===== src/rtl/rib_pkg.sv =====
// shared types and constants for the rc ibus frame receiver
// used by rib_ctrl, rib_datapath and rc_ibus_frame_receiver; no dependencies
`timescale 1ns / 1ps

package rib_pkg;

   // frame limits
   localparam int unsigned MAX_CHANNELS = 14;
   localparam int unsigned CH_IDX_W     = 4;
   localparam int unsigned POS_W        = 5;

   // checksum is this value minus the byte sum
   localparam logic [15:0] CKSUM_BASE = 16'hFFFF;

   // port widths
   localparam int unsigned REQ_DATA_W = 8;
   localparam int unsigned REQ_USER_W = 1;
   localparam int unsigned RSP_DATA_W = 88;
   localparam int unsigned CSR_IDX_W  = 2;
   localparam int unsigned CSR_DATA_W = 8;

   // register reset values
   localparam logic [3:0] CHAN_RESET  = 4'd14;
   localparam logic [7:0] HDR1_RESET  = 8'd32;
   localparam logic [7:0] HDR2_RESET  = 8'd64;

   // register indexes
   localparam logic [CSR_IDX_W-1:0] CSR_CHANNELS = 2'd0;
   localparam logic [CSR_IDX_W-1:0] CSR_HEADER1  = 2'd1;
   localparam logic [CSR_IDX_W-1:0] CSR_HEADER2  = 2'd2;

   // request kinds
   localparam logic OP_BYTE = 1'b0;
   localparam logic OP_TICK = 1'b1;

   // parser phase
   typedef enum logic [3:0] {
      PH_HUNT_FIRST  = 4'b0001,
      PH_HUNT_SECOND = 4'b0010,
      PH_PAYLOAD     = 4'b0100,
      PH_CHECKSUM    = 4'b1000
   } phase_type;

   // controller state
   typedef enum logic [1:0] {
      ST_IDLE = 2'b01,
      ST_EMIT = 2'b10
   } state_type;

   // controller to datapath
   typedef struct packed {
      logic                step;      // apply the accepted request
      logic                load;      // load one result into the output register
      logic [CH_IDX_W-1:0] idx;       // channel index of that result
      logic                last;      // that result closes the frame
   } cmd_type;

   // datapath to controller
   typedef struct packed {
      logic                frame_end; // the pending request completes a frame
      logic [CH_IDX_W-1:0] count;     // results of the completed frame
      logic                out_free;  // output register can take a result
   } status_type;

endpackage


===== src/rtl/rib_ctrl.sv =====
// controller for the rc ibus frame receiver: request handshake and result sequencing
// depends on rib_pkg
`timescale 1ns / 1ps

module rib_ctrl (
   input  logic                  clock,
   input  logic                  reset,
   input  logic                  req_tvalid,
   output logic                  req_tready,
   input  rib_pkg::status_type   status,
   output rib_pkg::cmd_type      cmd
);

   rib_pkg::state_type state_ff, state_in;
   logic [rib_pkg::CH_IDX_W-1:0] idx_ff, idx_in;
   logic [rib_pkg::CH_IDX_W-1:0] idx_next;

   assign req_tready = (state_ff == rib_pkg::ST_IDLE);
   assign idx_next   = rib_pkg::CH_IDX_W'(idx_ff + 1'b1);

   // next state and commands
   always_comb begin
      state_in = state_ff;
      idx_in   = idx_ff;
      cmd.step = 1'b0;
      cmd.load = 1'b0;
      cmd.idx  = idx_ff;
      cmd.last = (idx_next == status.count);
      case (state_ff)
         rib_pkg::ST_IDLE: begin
            if (req_tvalid) begin
               cmd.step = 1'b1;
               if (status.frame_end) begin
                  state_in = rib_pkg::ST_EMIT;
                  idx_in   = '0;
               end
            end
         end
         rib_pkg::ST_EMIT: begin
            if (status.out_free) begin
               cmd.load = 1'b1;
               if (idx_next == status.count) begin
                  state_in = rib_pkg::ST_IDLE;
               end else begin
                  idx_in = idx_next;
               end
            end
         end
         default: begin
            state_in = rib_pkg::ST_IDLE;
         end
      endcase
   end

   always_ff @(posedge clock) begin
      if (reset) begin
         state_ff <= rib_pkg::ST_IDLE;
         idx_ff   <= '0;
      end else begin
         state_ff <= state_in;
         idx_ff   <= idx_in;
      end
   end

endmodule


===== src/rtl/rib_datapath.sv =====
// datapath for the rc ibus frame receiver: parser, channel store, counters, output register
// depends on rib_pkg
`timescale 1ns / 1ps

module rib_datapath (
   input  logic                              clock,
   input  logic                              reset,
   input  logic [rib_pkg::REQ_DATA_W-1:0]    req_tdata,
   input  logic [rib_pkg::REQ_USER_W-1:0]    req_tuser,
   input  logic                              csr_we,
   input  logic [rib_pkg::CSR_IDX_W-1:0]     csr_index,
   input  logic [rib_pkg::CSR_DATA_W-1:0]    csr_wdata,
   input  rib_pkg::cmd_type                  cmd,
   output rib_pkg::status_type               status,
   output logic                              rsp_tvalid,
   input  logic                              rsp_tready,
   output logic [rib_pkg::RSP_DATA_W-1:0]    rsp_tdata,
   output logic                              rsp_tlast
);

   // configuration
   logic [3:0] chan_ff, chan_in;
   logic [7:0] hdr1_ff, hdr1_in;
   logic [7:0] hdr2_ff, hdr2_in;

   // parser
   rib_pkg::phase_type          phase_ff, phase_in;
   logic [rib_pkg::POS_W-1:0]   pos_ff, pos_in;
   logic [15:0]                 sum_ff, sum_in;
   logic [7:0]                  low_ff, low_in;
   logic [15:0]                 store_ff [rib_pkg::MAX_CHANNELS];

   // frame status
   logic [31:0] dropped_ff, dropped_in;
   logic [31:0] ms_ff, ms_in;
   logic [31:0] prev_ff, prev_in;
   logic        link_ff, link_in;
   logic [31:0] interval_ff, interval_in;
   logic        good_ff, good_in;
   logic [rib_pkg::CH_IDX_W-1:0] count_ff, count_in;

   // output register
   logic        valid_ff, valid_in;
   logic [rib_pkg::CH_IDX_W-1:0] oidx_ff;
   logic [15:0] oval_ff;
   logic        olast_ff, ogood_ff, olink_ff;
   logic [31:0] odrop_ff, oint_ff;

   logic [7:0]  rx;
   logic        is_tick;
   logic [rib_pkg::CH_IDX_W-1:0] eff;
   logic [rib_pkg::POS_W-1:0]    nbytes;
   logic [15:0] received;
   logic [15:0] expected;
   logic        wr_en;
   logic [rib_pkg::CH_IDX_W-1:0] wr_addr;
   logic [15:0] rd_data;

   assign rx       = req_tdata[7:0];
   assign is_tick  = (req_tuser[0] == rib_pkg::OP_TICK);
   assign received = {rx, low_ff};
   assign expected = rib_pkg::CKSUM_BASE - sum_ff;
   assign wr_addr  = pos_ff[rib_pkg::POS_W-1:1];
   assign rd_data  = store_ff[cmd.idx];

   // clamp the channel count to 1..MAX_CHANNELS
   always_comb begin
      if (chan_ff == '0) begin
         eff = rib_pkg::CH_IDX_W'(1);
      end else if (chan_ff > rib_pkg::CH_IDX_W'(rib_pkg::MAX_CHANNELS)) begin
         eff = rib_pkg::CH_IDX_W'(rib_pkg::MAX_CHANNELS);
      end else begin
         eff = chan_ff;
      end
      nbytes = {eff, 1'b0};
   end

   assign status.frame_end = !is_tick && (phase_ff == rib_pkg::PH_CHECKSUM) && (pos_ff != '0);
   assign status.count     = count_ff;
   assign status.out_free  = !valid_ff || rsp_tready;

   // configuration writes
   always_comb begin
      chan_in = chan_ff;
      hdr1_in = hdr1_ff;
      hdr2_in = hdr2_ff;
      if (csr_we) begin
         case (csr_index)
            rib_pkg::CSR_CHANNELS: chan_in = csr_wdata[3:0];
            rib_pkg::CSR_HEADER1:  hdr1_in = csr_wdata;
            rib_pkg::CSR_HEADER2:  hdr2_in = csr_wdata;
            default: ;
         endcase
      end
   end

   // parser and frame bookkeeping
   always_comb begin
      phase_in    = phase_ff;
      pos_in      = pos_ff;
      sum_in      = sum_ff;
      low_in      = low_ff;
      dropped_in  = dropped_ff;
      ms_in       = ms_ff;
      prev_in     = prev_ff;
      link_in     = link_ff;
      interval_in = interval_ff;
      good_in     = good_ff;
      count_in    = count_ff;
      wr_en       = 1'b0;
      if (cmd.step) begin
         if (is_tick) begin
            ms_in = ms_ff + 32'd1;
         end else begin
            case (phase_ff)
               rib_pkg::PH_HUNT_FIRST: begin
                  if (rx == hdr1_ff) begin
                     sum_in   = {8'd0, rx};
                     phase_in = rib_pkg::PH_HUNT_SECOND;
                  end
               end
               rib_pkg::PH_HUNT_SECOND: begin
                  if (rx == hdr2_ff) begin
                     sum_in   = sum_ff + {8'd0, rx};
                     phase_in = rib_pkg::PH_PAYLOAD;
                     pos_in   = '0;
                  end else if (rx == hdr1_ff) begin
                     sum_in = {8'd0, rx};
                  end else begin
                     phase_in = rib_pkg::PH_HUNT_FIRST;
                  end
               end
               rib_pkg::PH_PAYLOAD: begin
                  if (pos_ff >= nbytes) begin
                     // count shrank mid-frame: this byte opens the checksum
                     low_in   = rx;
                     phase_in = rib_pkg::PH_CHECKSUM;
                     pos_in   = rib_pkg::POS_W'(1);
                  end else begin
                     if (!pos_ff[0]) begin
                        low_in = rx;
                     end else begin
                        wr_en = 1'b1;
                     end
                     sum_in = sum_ff + {8'd0, rx};
                     pos_in = rib_pkg::POS_W'(pos_ff + 1'b1);
                     if (rib_pkg::POS_W'(pos_ff + 1'b1) >= nbytes) begin
                        phase_in = rib_pkg::PH_CHECKSUM;
                        pos_in   = '0;
                     end
                  end
               end
               rib_pkg::PH_CHECKSUM: begin
                  if (pos_ff == '0) begin
                     low_in = rx;
                     pos_in = rib_pkg::POS_W'(1);
                  end else begin
                     phase_in = rib_pkg::PH_HUNT_FIRST;
                     pos_in   = '0;
                     if (received != expected) begin
                        dropped_in  = dropped_ff + 32'd1;
                        good_in     = 1'b0;
                        interval_in = '0;
                        count_in    = rib_pkg::CH_IDX_W'(1);
                     end else begin
                        interval_in = ms_ff - prev_ff;
                        prev_in     = ms_ff;
                        link_in     = 1'b1;
                        good_in     = 1'b1;
                        count_in    = eff;
                     end
                  end
               end
               default: begin
                  phase_in = rib_pkg::PH_HUNT_FIRST;
               end
            endcase
         end
      end
   end

   // output register occupancy
   always_comb begin
      if (cmd.load) begin
         valid_in = 1'b1;
      end else if (rsp_tready) begin
         valid_in = 1'b0;
      end else begin
         valid_in = valid_ff;
      end
   end

   // control state
   always_ff @(posedge clock) begin
      if (reset) begin
         chan_ff     <= rib_pkg::CHAN_RESET;
         hdr1_ff     <= rib_pkg::HDR1_RESET;
         hdr2_ff     <= rib_pkg::HDR2_RESET;
         phase_ff    <= rib_pkg::PH_HUNT_FIRST;
         pos_ff      <= '0;
         sum_ff      <= '0;
         low_ff      <= '0;
         dropped_ff  <= '0;
         ms_ff       <= '0;
         prev_ff     <= '0;
         link_ff     <= 1'b0;
         interval_ff <= '0;
         good_ff     <= 1'b0;
         count_ff    <= rib_pkg::CH_IDX_W'(1);
         valid_ff    <= 1'b0;
      end else begin
         chan_ff     <= chan_in;
         hdr1_ff     <= hdr1_in;
         hdr2_ff     <= hdr2_in;
         phase_ff    <= phase_in;
         pos_ff      <= pos_in;
         sum_ff      <= sum_in;
         low_ff      <= low_in;
         dropped_ff  <= dropped_in;
         ms_ff       <= ms_in;
         prev_ff     <= prev_in;
         link_ff     <= link_in;
         interval_ff <= interval_in;
         good_ff     <= good_in;
         count_ff    <= count_in;
         valid_ff    <= valid_in;
      end
   end

   // channel store, written on each high byte
   always_ff @(posedge clock) begin
      if (wr_en) begin
         store_ff[wr_addr] <= {rx, low_ff};
      end
   end

   // result payload
   always_ff @(posedge clock) begin
      if (cmd.load) begin
         oidx_ff  <= good_ff ? cmd.idx : '0;
         oval_ff  <= good_ff ? rd_data : 16'd0;
         olast_ff <= cmd.last;
         ogood_ff <= good_ff;
         odrop_ff <= dropped_ff;
         oint_ff  <= interval_ff;
         olink_ff <= link_ff;
      end
   end

   assign rsp_tvalid = valid_ff;
   assign rsp_tlast  = olast_ff;
   assign rsp_tdata  = {2'b00, olink_ff, oint_ff, odrop_ff, ogood_ff, oval_ff, oidx_ff};

endmodule


===== src/rtl/rc_ibus_frame_receiver.sv =====
// top level of the rc ibus frame receiver: controller plus datapath
// depends on rib_pkg, rib_ctrl and rib_datapath
`timescale 1ns / 1ps

// Receives serial bytes and millisecond ticks on the request stream and hunts
// byte by byte for a two-byte header, then channels_in_use little-endian channel
// words and a 16-bit checksum (0xFFFF minus the sum of all earlier frame bytes).
// A good frame yields one response per channel with tlast on the last; a bad
// frame yields one response with frame_good low and bumps the dropped count.
// Each byte or tick request is taken while the controller is idle. After the
// request that completes a frame, requests are held off while the responses
// are loaded one at a time into the single output register, and longer while
// the response side stalls; once the last response is loaded, a waiting
// response never blocks the next request.
// Configuration writes are taken at any time and act at once.

module rc_ibus_frame_receiver (
   input  logic                              clock,
   input  logic                              reset,
   input  logic                              req_tvalid,
   output logic                              req_tready,
   input  logic [rib_pkg::REQ_DATA_W-1:0]    req_tdata,  // rx_byte
   input  logic [rib_pkg::REQ_USER_W-1:0]    req_tuser,  // operation
   output logic                              rsp_tvalid,
   input  logic                              rsp_tready,
   // channel_index[3:0], channel_value[19:4], frame_good[20], dropped_count[52:21],
   // interval_ms[84:53], link_seen[85], zero fill
   output logic [rib_pkg::RSP_DATA_W-1:0]    rsp_tdata,
   output logic                              rsp_tlast,  // last_of_frame
   input  logic                              csr_we,
   input  logic [rib_pkg::CSR_IDX_W-1:0]     csr_index,
   input  logic [rib_pkg::CSR_DATA_W-1:0]    csr_wdata
);

   rib_pkg::cmd_type    cmd;
   rib_pkg::status_type status;

   // request handshake and result sequencing
   rib_ctrl u_ctrl (
      .clock      (clock),
      .reset      (reset),
      .req_tvalid (req_tvalid),
      .req_tready (req_tready),
      .status     (status),
      .cmd        (cmd)
   );

   // parser, store and output register
   rib_datapath u_datapath (
      .clock      (clock),
      .reset      (reset),
      .req_tdata  (req_tdata),
      .req_tuser  (req_tuser),
      .csr_we     (csr_we),
      .csr_index  (csr_index),
      .csr_wdata  (csr_wdata),
      .cmd        (cmd),
      .status     (status),
      .rsp_tvalid (rsp_tvalid),
      .rsp_tready (rsp_tready),
      .rsp_tdata  (rsp_tdata),
      .rsp_tlast  (rsp_tlast)
   );

endmodule

===== config.mk =====
export PLATFORM = sky130hd
export DESIGN_NAME = rc_ibus_frame_receiver
export DESIGN_NICKNAME = d
export VERILOG_FILES = /design/src/rtl/rib_pkg.sv /design/src/rtl/rib_ctrl.sv /design/src/rtl/rib_datapath.sv /design/src/rtl/rc_ibus_frame_receiver.sv
export SDC_FILE = /design/constraint.sdc
export NUM_CORES = 1
export LEC_CHECK = 0
export ABC_AREA = 1
export BUFFER_PORTS_ARGS = -buffer_cell sky130_fd_sc_hd__buf_4
export CELL_PAD_IN_SITES_DETAIL_PLACEMENT = 1
export CELL_PAD_IN_SITES_GLOBAL_PLACEMENT = 2
export CORE_ASPECT_RATIO = 1.75
export CORE_MARGIN = 5
export CORE_UTILIZATION = 35
export DETAILED_ROUTE_END_ITERATION = 10
export PLACE_DENSITY = 0.79
export SETUP_SLACK_MARGIN = 0.2
export SYNTH_ARGS = -nofsm -noshare
export SYNTH_HDL_FRONTEND = slang
export SYNTH_SLANG_ARGS = --single-unit

===== constraint.sdc =====
create_clock -name clock -period 4.9 [get_ports clock]
set_input_delay 0.245 -clock clock [delete_from_list [all_inputs] [get_ports clock]]
set_output_delay 0.245 -clock clock [all_outputs]
set_load 0.01 [all_outputs]

; ---- Word-level counts from Yosys, hierarchy flattened
; Memories as Yosys holds them, arrays and structs flattened. A register that Yosys moved wholly into a read port is not among the register bits.
; Cells that the tools add are included.
[word_totals]
reg_bits = 265
ram_bits = 224
input_bits = 24
out_inout_bits = 91
word_cells = 138
mem_count = 1
[memory_table]
columns = name, words, word_bits, read_ports, rd_clocked_by_memory_dff, write_ports, line
row1 = u_datapath.store_ff, 14, 16, 1, 1, 1, rib_datapath.sv:31  ; logic [15:0] store_ff [rib_pkg::MAX_CHANNELS];
[op_classes]
addsub = 7
magnitude_cmp = 3
n_eq_ne = 25
n_mux = 48
n_bitwise = 3
reduce_logical = 28
[op_table]
columns = operator, count
row1 = $add 32x1->32 const B, 2
row2 = $mux 4, 13
row3 = $mux 16, 3
row4 = $pmux 16 s3, 1
row5 = $mux 32, 1
row6 = $sub 32x32->32, 1
row7 = $mux 8, 3
row8 = $reduce_and 5->1, 4
row9 = $add 16x8->16, 1
row10 = $eq 8x8->1, 2
row11 = $ne 16x16->1, 1
row12 = $pmux 4 s4, 1
row13 = $pmux 8 s2, 1
row14 = $reduce_and 4->1, 4
row15 = $sub 16x16->16 const A, 1
row16 = $mux 1, 15
row17 = $mux 5, 3
row18 = $pmux 5 s3, 1
row19 = $ne 2x2->1 const B, 6
row20 = $ge 5x5->1, 2
row21 = $mux 2, 4
row22 = $ne 2x1->1 const B, 4
row23 = $pmux 4 s2, 1
row24 = $reduce_and 2->1, 4
row25 = 24 further kinds, 35

; ---- Depth between registers and ports, before layout
[depth]
depth_word = 10
depth_mapped = 15
ltp_nobuf = 15

; ---- Modules after synthesis
; From an unflattened synthesis, not the netlist that was laid out.
[hier_totals]
cells_unflattened = 2722
area_unflattened_um2 = 23690.2
[by_module_without_submodules]
columns = mod, instances, cells_per_inst, area_per_inst_um2, seq_area_each_um2
row1 = rib_datapath, 1, 2641, 23199.8, 13102.6
row2 = rib_ctrl, 1, 81, 490.5, 120.1

; ---- Worst setup path after synthesis
; Ideal clock, no wire load.
[synth_path]
kind = reg2reg
startpoint = register u_ctrl.state_ff[1]
endpoint = register u_datapath.odrop_ff[0] (enable)
setup_time_ns = 0.533
arrival_ns = 4.306
t_required_ns = 4.367
setup_slack_ns = 0.061
stages_incl_launch_ff = 5
path_buffers = 0
period_less_slack_ns = 4.839
cell_sequence = dfxtp_1 inv_1 nor2_1 inv_1 nor2_1
[synth_lines]
columns = element, line
row1 = from (decl), rib_ctrl.sv:14  ; rib_pkg::state_type state_ff, state_in;
row2 = from (signal assigned), rib_ctrl.sv:57  ; state_ff <= rib_pkg::ST_IDLE;
row3 = from (signal assigned), rib_ctrl.sv:60  ; state_ff <= state_in;
row4 = to (signal assigned), rib_datapath.sv:244  ; odrop_ff <= dropped_ff;
row5 = to (decl), rib_datapath.sv:47  ; logic [31:0] odrop_ff, oint_ff;

; ---- Final worst setup path
[layout_path]
startpoint = register u_datapath.chan_ff[2]
endpoint = memory u_datapath.store_ff[2][11] (enable)
[layout_via]
elab_chain_cells = 10
word_cells_on_any_way = 11
cone_classes = order compare (2) / mux (8) / reduce/logical (1)
[layout_lines]
columns = element, line
row1 = from (decl), rib_datapath.sv:22  ; logic [3:0] chan_ff, chan_in;
row2 = from (signal assigned), rib_datapath.sv:196  ; chan_ff <= rib_pkg::CHAN_RESET;
row3 = from (signal assigned), rib_datapath.sv:212  ; chan_ff <= chan_in;
row4 = $gt 4x4->1, rib_datapath.sv:70  ; end else if (chan_ff > rib_pkg::CH_IDX_W'(rib_pkg::MAX_CHANNELS)) begin
row5 = $mux 4, rib_datapath.sv:70
row6 = $mux 4 *, rib_datapath.sv:68  ; if (chan_ff == '0) begin
row7 = $ge 5x5->1 *, rib_datapath.sv:134  ; if (pos_ff >= nbytes) begin
row8 = $mux 1 *, rib_datapath.sv:134
row9 = $mux 1 *, rib_datapath.sv:115  ; case (phase_ff)
row10 = $mux 1 *, rib_datapath.sv:112  ; if (is_tick) begin
row11 = $mux 1 *, rib_datapath.sv:111  ; if (cmd.step) begin
row12 = $mux 1 *, rib_datapath.sv:232  ; if (wr_en) begin
row13 = $mux 1 (not written as such) *, rib_datapath.sv:233  ; store_ff[wr_addr] <= {rx, low_ff};
row14 = to (decl), rib_datapath.sv:31
; Every way passes the cells marked *; elsewhere a longest branch is shown, timed or not.

==> summary.txt <==
Worst slew pin tran = 0.990 ns
Routed Antenna Nets = 0
Arr. time, crit path = 3.61 ns
Worst path max stage delay = 0.42 ns
Gp weighted congestion = 0.877
Final critical-path share of the clock period = 0.685
Skew-Pair Late Insertion Delay = 0.61 ns
CP delay by family, top = simple AND/OR/NAND/NOR gates
Layout Nets = 2982
CP Capture Type = register
Layout cell share with drive strength beyond 1 = 0.101
Cell taking the most area after synthesis = edfxtp_1
Setup crit start kind = register
Post-synth top flop = edfxtp_1
Worst Clk Skew = 0.0265 ns
Num rows = 127
Max-cap viol count = 0
Crit-path most repeated cell = nor2_1
Slew margin rel. = 0.339
GRT Total Usage = 0.207
P&R area growth vs syn = 14.8%
Clock sinks = 505
I/O pin cnt = 115
First-pass GRT wire length = 122000 µm
Worst path depth = 12
Hold Path Class = in2reg
Final instance area = 27800 µm²
Clock-pin slew on the worst setup and hold paths = 0.07 ns
Synth Register Bits = 505
RSZ-0062 raised after global routing = no
Detailed Place HPWL = 57100 µm
Fmax = 0.298 GHz
Critical-path cell list = inv_1 > a31oi_1 > a31oi_1 > ha_1 > nand4_1 > nand3_1 > nor2_1 > nand2_1 > nor2_1 > nand2_1 > nor2_1 > buf_4
Critical path class = reg2reg
WP buf/inv = 2
Initial core utilization = 0.353
Synth unique cells = 45
VDD IR max = 0.265 mV
Yosys warnings = 0
Final setup vio count = 0
Asr flop ratio synth = 0
Register Area = 13200 µm²
Setup TNS = 0 ns
Netlist Area Pre-Place = 24200 µm²
Fill cells = 8015
Total wire length = 78900 µm
Yosys top cell area share = 0.386
Die Y = 358 µm
Drt drc = 0
Max-slew violations = 0
Top-count cell post-synth = nand2_1
Crit-path slowest cell = a31oi_1
Placed cell area = 26000 µm²
Ant diodes = 0
Min Hold Slack = 0.0404 ns
Synth Instances = 2799
R2R Path Start = u_datapath.chan_ff[2]
Power Total = 8.77 mW
Initial antenna violation count = 0
Lkg Pwr = 10.5 nW
Worst setup path end = u_datapath.store_ff[2][11]
Grt total ovfl = 0
Full die area = 74700 µm²
Critical path required time = 5.15 ns
Clock Root Buffer = clkbuf_16
Multi-input logic area = 9370 µm²
DRT iter0 DRCs = 823
Routed wire per std cell = 20.5 µm
Pin count of the biggest net entering global routing = 86
Post-synth top cells = nand2_1, nor2_1, edfxtp_1
Flop2flop setup slack = 1.55 ns
Synth area leaders = edfxtp_1, dfxtp_1, nand2_1, nor2_1, inv_1
Worst Path Max Fanout = 16
Core Footprint = 68500 µm²
Number of synthesized flops with an enable pin = 311
Port bufs = 112
DR vias = 19700
Cells on worst reg2reg path = 12
Sequential cell area fraction in the yosys report = 0.546
First drt pass iteration count = 4
Crit path from = u_datapath.chan_ff[2]
Min cycle time layout = 3.35 ns
Worst reg2reg endpoint = u_datapath.store_ff[2][11]
Die Span X = 209 µm
Final hold vios = 0
Status = complete, no violations
Vias in the first global route = 21400
H-tree depth = 2
Num CTS Buffers = 49
CTS max path bufs = 3
PwrDens = 316 nW/µm²
Mapped Avg Cell Area = 8.65 µm²
Min-delay src = req_tdata[5]
Drt via density = 5.12
Final Util = 0.406
CTS tree = built
-- stage by stage --
step / std cells / worst slack (ns)
global placement: 3748 / 1.63
detailed placement: 3748 / 1.57
floorplan: 2800 / 1.53
finish: 3845 / 1.55
global route: 3845 / 1.32
CTS: 3845 / 1.54
-- cell families after synthesis --
| group | count (synthesis) | share of synthesized area |
|---|---|---|
| other cells | 1 | 0.000155 |
| fa+ha+maj | 54 | 0.0285 |
| compound gates | 456 | 0.104 |
| buf+inv | 407 | 0.0667 |
| flops | 505 | 0.546 |
| xor+xnor | 87 | 0.0315 |
| simple gates | 1289 | 0.223 |
-- state kept, by name (all words and copies together), names as in the netlist, 5 cells and up --
| name | cells |
|---|---|
| u_datapath.ms_ff | 32 |
| u_datapath.odrop_ff | 32 |
| u_datapath.hdr1_ff | 8 |
| u_datapath.pos_ff | 5 |
| u_datapath.sum_ff | 16 |
| u_datapath.hdr2_ff | 8 |
| u_datapath.dropped_ff | 32 |
| u_datapath.prev_ff | 32 |
| u_datapath.store_ff | 224 |
| u_datapath.oint_ff | 32 |
| u_datapath.low_ff | 8 |
| u_datapath.oval_ff | 16 |
| u_datapath.interval_ff | 32 |
-- cell usage in the layout, fill, tap and decap left out, drive strengths merged, types with 3 or more instances in the layout --
cell type | synthesis | routed
nor3 | 51 | 51
nand3b | 8 | 8
ha | 52 | 52
clkinv | 3 | 13
a21oi | 179 | 179
inv | 305 | 308
o22ai | 27 | 27
xor2 | 55 | 55
nand2 | 680 | 680
dlygate4sd3 | 0 | 8
nand3 | 159 | 159
nand4 | 27 | 27
nor2 | 336 | 336
o21bai | 5 | 5
or2 | 20 | 20
o221ai | 22 | 22
nor4 | 3 | 3
clkbuf | 64 | 70
o211ai | 4 | 4
and2 | 3 | 3
o21ai | 213 | 213
buf | 35 | 144
dfxtp | 194 | 194
xnor2 | 32 | 32
edfxtp | 311 | 311
a31oi | 4 | 4
bufinv | 0 | 6
-- per-layer routing --
layer / part of all wire / vias to the layer above / wire, µm / global-route usage
met5: 0 / - / 0 / 0
met4: 0.050 / 0 / 3990 / 0.0948
met3: 0.029 / 160 / 2280 / 0.0262
met2: 0.55 / 330 / 43600 / 0.410
met1: 0.37 / 9724 / 29000 / 0.213
li1: - / 9473 / - / -
-- cell type report --
type	count	share of cell area
multi-input cells	1888	0.337
flip-flops and latches	505	0.476
repair buffers	152	0.0431
clock buffers	70	0.0517
clock inverters	19	0.00955
inverters	308	0.0416
well taps	903	0.0407
-- worst min-delay path by stage --
stage,endpoint,slack (ns),cells after the start
final,u_datapath.store_ff[0][13],0.04,1
after global routing,u_datapath.store_ff[2][14],0.03,1
after CTS,u_datapath.rsp_tvalid,0.0005,4
after detailed placement,u_datapath.oint_ff[17],0.42,0
after global placement,u_datapath.oint_ff[25],0.42,0
after floorplan,u_datapath.store_ff[0][10],0.34,0
-- repair_timing --
item,CTS,global route
gates resized for setup,0,0
hold buffers,8,0
buffers inserted,0,0
endpoints found under the hold margin,19,0
-- where the power goes --
| group | switching [mW] | internal, mW |
|---|---|---|
| clock network | 1.68 | 2.36 |
| logic | 0.163 | 0.0687 |
| registers | 0.0122 | 4.49 |
Power figures use the tool's default switching activity.
